===== src/rtl/core/idpi_div.sv =====
// Restoring divider, one quotient bit per cycle.
// Stand-alone; shared by the interpolator sequencer.
`default_nettype none

module idpi_div #(
  parameter int NUMW = 53,
  parameter int DENW = 34
) (
  input  wire logic            clk,
  input  wire logic            rst,
  input  wire logic            start,
  input  wire logic [NUMW-1:0] num,
  input  wire logic [DENW-1:0] den,
  output logic                 done,
  output logic [NUMW-1:0]      quo
);

  localparam int CNTW = $clog2(NUMW + 1);

  logic            busy;
  logic [CNTW-1:0] cnt;
  logic [DENW-1:0] rem;
  logic [DENW-1:0] dv;
  logic [NUMW-1:0] q;
  logic [DENW:0]   trial;
  logic [DENW:0]   diff;
  logic            ge;

  assign trial = {rem, q[NUMW-1]};
  assign ge    = (trial >= {1'b0, dv});
  assign diff  = trial - {1'b0, dv};
  assign quo   = q;

  always_ff @(posedge clk) begin
    if (rst) begin
      busy <= 1'b0;
      done <= 1'b0;
    end else begin
      done <= 1'b0;
      if (start) begin
        busy <= 1'b1;
        cnt  <= '0;
        rem  <= '0;
        q    <= num;
        dv   <= den;
      end else if (busy) begin
        rem <= ge ? diff[DENW-1:0] : trial[DENW-1:0];
        q   <= {q[NUMW-2:0], ge};
        cnt <= cnt + CNTW'(1);
        if (cnt == CNTW'(NUMW - 1)) begin
          busy <= 1'b0;
          done <= 1'b1;
        end
      end
    end
  end

endmodule

`default_nettype wire


===== config.mk =====
export PLATFORM = sky130hd
export DESIGN_NAME = idpi_div
export DESIGN_NICKNAME = d
export VERILOG_FILES = /design/src/rtl/core/idpi_div.sv
export SDC_FILE = /design/constraint.sdc
export NUM_CORES = 1
export LEC_CHECK = 0
export ABC_AREA = 1
export BUFFER_PORTS_ARGS = -buffer_cell sky130_fd_sc_hd__buf_4
export CAP_MARGIN = 20
export CORE_MARGIN = 2
export CORE_UTILIZATION = 53
export DETAILED_ROUTE_END_ITERATION = 10
export HOLD_SLACK_MARGIN = 0.08
export PLACE_DENSITY = 0.72
export SLEW_MARGIN = 20
export SYNTH_ARGS = -nofsm -noshare
export SYNTH_HDL_FRONTEND = slang
export SYNTH_SLANG_ARGS = --single-unit

===== constraint.sdc =====
create_clock -name clk -period 20.5 [get_ports clk]
set_input_delay 3.075 -clock clk [delete_from_list [all_inputs] [get_ports clk]]
set_output_delay 3.075 -clock clk [all_outputs]
set_load 0.05 [all_outputs]

Word-level counts from Yosys, hierarchy flattened
Cells that the tools add are included.
Widths: inputs -> output; s select.
- equal/unequal tests: 1
- mux-type cells: 9
- $lt $le $gt $ge: 1
- reductions and logical operators: 4
- bitwise gates (word level): 2
- add/subtract/negate cells: 2
- operator list (operator ; count):
    $mux 53 ; 2
    $mux 34 ; 2
    $ge 35x34->1 ; 1
    $sub 34x34->34 ; 1
    $add 6x1->6 const B ; 1
    $eq 6x6->1 const B ; 1
    $mux 6 ; 1
    $mux 1 ; 4
    $reduce_and 2->1 ; 2
    $reduce_or 3->1 ; 1
    $not 1->1 ; 2
    $reduce_bool 2->1 ; 1
- input port bits: 90
- flip-flop bits (word level): 129
- output and inout port bits: 54

Logic depth before layout (Yosys ltp)
- depth after elaboration: 4
- gate-level depth with buffers: 18
- mapped depth without buffers: 17

Worst setup path before layout
Ideal clock, no wire load.
- path type: input port to flip-flop
- start point: in start
- end point: reg cnt[0], enable pin
- stages: 4
- data required time: 19922 ps
- library setup time: 578 ps
- setup slack: 11749 ps
- buffers on the path: 2
- data arrival time: 8173 ps
- cell sequence: clkbuf_1 clkinv_1 clkbuf_1 a21oi_1
- longest elaborated chain between the ends: 2
- RTL lines (item ; line ; source):
    start: declaration ; 11 ; input wire logic start,
    $reduce_bool 2->1 (no source line) ; - ;
    $reduce_and 2->1 (no source line) ; - ;
    end signal: assignment ; 49 ; cnt <= cnt + CNTW'(1);
    end: declaration ; 21 ; logic [CNTW-1:0] cnt;
Every way passes these cells.
A chain may end at the register's enable or synchronous reset.

Final worst setup path
- start point: in start
- end point: reg rem[10], enable pin
- longest elaborated chain between the ends: 2
- RTL lines (item ; line ; source):
    $reduce_bool 2->1 (no source line) ; - ;
    $reduce_and 2->1 (no source line) ; - ;
    end signal: assignment ; 47 ; rem <= ge ? diff[DENW-1:0] : trial[DENW-1:0];
    end: declaration ; 22 ; logic [DENW-1:0] rem;
Every way passes these cells.

==> impl_metrics.ini <==
[status]
status = finished, final reports clean

[cts]
holdBufCountCts = 0
clk_pin_slew_worst_paths_ns = 0.06
cts.htree.levels = 4
numCtsBuffers = 17
clk_path_buf_depth = 2
cts_root_buf = clkbuf_16
postCtsSetupRepairBufs = 0
cts_resized = 0
clock_sinks = 129
cts_tree = done
clock_latency_ns = 0.42

[pwr]
power.total_mw = 0.821
power_switching_mw = 0.273
power.density_nw_per_um2 = 83.1
vdd_drop_max_mv = 0.0624
p_clk_share_pct = 32.8
power.share.sequential_pct = 40.0
p_int_mw = 0.548
leakage_nw = 5.06
sw_frac_of_total_pct = 33.2
pwr-share-comb_pct = 27.2

[grt]
first_global_vias = 6518
antenna_found_initial = 0
met3_usage_pct = 7.60
track_usage_pct = 24.7
top_usage_layer = met2
grt_max_degree = 81
grtUsageMet1_pct = 32.5
overflow = 0
grt_util_met2_pct = 40.3
grt_pass1_wl_mm = 31.4

[layout]
layout-drive-gt1-share_pct = 17.9
final_cells = 1398
final_area_um2 = 9880
area_growth_pct = 21.3
antenna_cells = 0
post-route-util_pct = 65.5
nets = 1324

[floorplan]
rows = 45
die_width_um = 128
start_util_pct = 54.0
ios = 144
die_area_um2 = 16400
die_h_um = 128
core_area_um2 = 15100

[critical_path]
endpoint_kind = flop
critPathMaxFanout = 80
worst_ep_arrival_time_ns = 6.03
critPathKind = in2reg
cp-start-kind = input pin
critPathRequiredTime_ns = 20.55
r2r_cells = 12

[sta]
max-slew-margin-rel_pct = 31.7
worst_slew_pin_slew_ns = 1.02
fmax_mhz = 167
layout_min_cycle_time_ns = 5.98
final.setup.tns_ns = 0
whs_ns = 0.515
fin_worst_skew_ns = 0.00711
period_share_pct = 29.1
hold_viol = 0
setup_slack_ns = 14.53
finalSetupViolations = 0
slew_viol_final = 0
rsz0062_at_grt = no

[route]
vias = 6771
wl_per_cell_um = 13.8
ant_nets = 0
drt-initial-drc-count = 421
drt_pass1_iterations = 5
drt_wl_total_mm = 19.3
drcViolationCount = 0
via_per_inst = 4.84

[logic_synthesis]
yosysSeqAreaShare_pct = 47.3
synth-edff-count = 127
synthTopCellsByArea = edfxtp_1, nand2_1, inv_1
synth.most_common_cell = nand2_1
synthArstFlopShare_pct = 0
synth_common_cells = nand2_1, inv_1, edfxtp_1
yosys.area.top_type = edfxtp_1
yosys_warnings = 0
syn_inst = 1055
netlist_area_um2 = 8140
synth_top_area_share_pct = 46.8
ys_ff_latch = 129
syn_nets = 1182
ys_types = 37
avgSynthCellArea_um2 = 7.72
yosys_most_used_dff = edfxtp_1

[job]
drv_cap = 0

[placed_design]
gp_congestion = 0.930
pre_cts_ws_ns = 14.05
place_area_um2 = 9360
hpwl_mm = 14.4
numPortBuffers = 143
dp_cells = 1366

[hold_path]
hold_class = reg2reg
min_path_cells = 2
-- worst max-delay path, stage by stage --
cell	delay [ns]
buf_4	0.61
inv_2	0.53
buf_4	0.39
a21oi_4	0.72
buf_4	0.64
-- registers in the layout, indices dropped and copies added (netlist names) --
register and flops:
busy 1, cnt 6, done 1, dv 34
quo 53, rem 34
-- per-layer routing --
metal / up-vias / wire [um]
met2: 190 / 8950
met1: 3017 / 8780
met5: - / 0
met3: 16 / 1380
li1: 3548 / -
met4: 0 / 231
-- path summary, 6_finish.rpt --
kind                            slack (ns)  startpoint  endpoint
worst max-delay path                 14.53       start   rem[10]
worst min-delay path                  0.52        busy      done
worst max register to register       17.72     rem[13]   rem[20]
worst min register to register        0.52        busy      done
-- area by class of cell --
| type | count | area (um^2) |
|---|---|---|
| well taps | 188 | 235 |
| clock inverters | 13 | 90.1 |
| repair buffers | 146 | 1100 |
| multi-input cells | 730 | 3520 |
| flip-flops and latches | 129 | 3850 |
| clock buffers | 19 | 433 |
| inverters | 173 | 652 |
| fillers | 1310 | 5210 |
-- power by group through the flow --
stage | registers [mW] | logic (mW) | clock network, mW
floorplan | 0.356 | 0.143 | 0
global placement | 0.333 | 0.221 | 0
detailed placement | 0.333 | 0.223 | 0
CTS | 0.328 | 0.224 | 0.272
global route | 0.330 | 0.252 | 0.285
finish | 0.328 | 0.224 | 0.269
-- logic make-up after synthesis --
| logic type | share of synthesized area (%) |
|---|---|
| AND/OR/NAND/NOR | 31.3 |
| buffers and inverters | 9.66 |
| flip-flops | 47.3 |
| AO/OA/AOI/OAI | 4.06 |
| adder cells (fa/ha/maj) | 5.78 |
| XOR/XNOR | 1.83 |
-- cell usage in the layout, fill, tap and decap left out, drive strengths merged --
cell and instances:
o21bai 22, nor2 121, and2 3, o21ai 7
ha 36, buf 146, fa 1, nor4 1
inv 174, xor2 14, edfxtp 127, o21a 1
clkinv 5, nor3 8, clkbuf 19, a21oi 23
nand3 20, xnor2 3, and3 1, nand2 453
nand3b 11, or2 2, nand4 3, clkinvlp 7
dfxtp 2
Power figures use the tool's default switching activity.
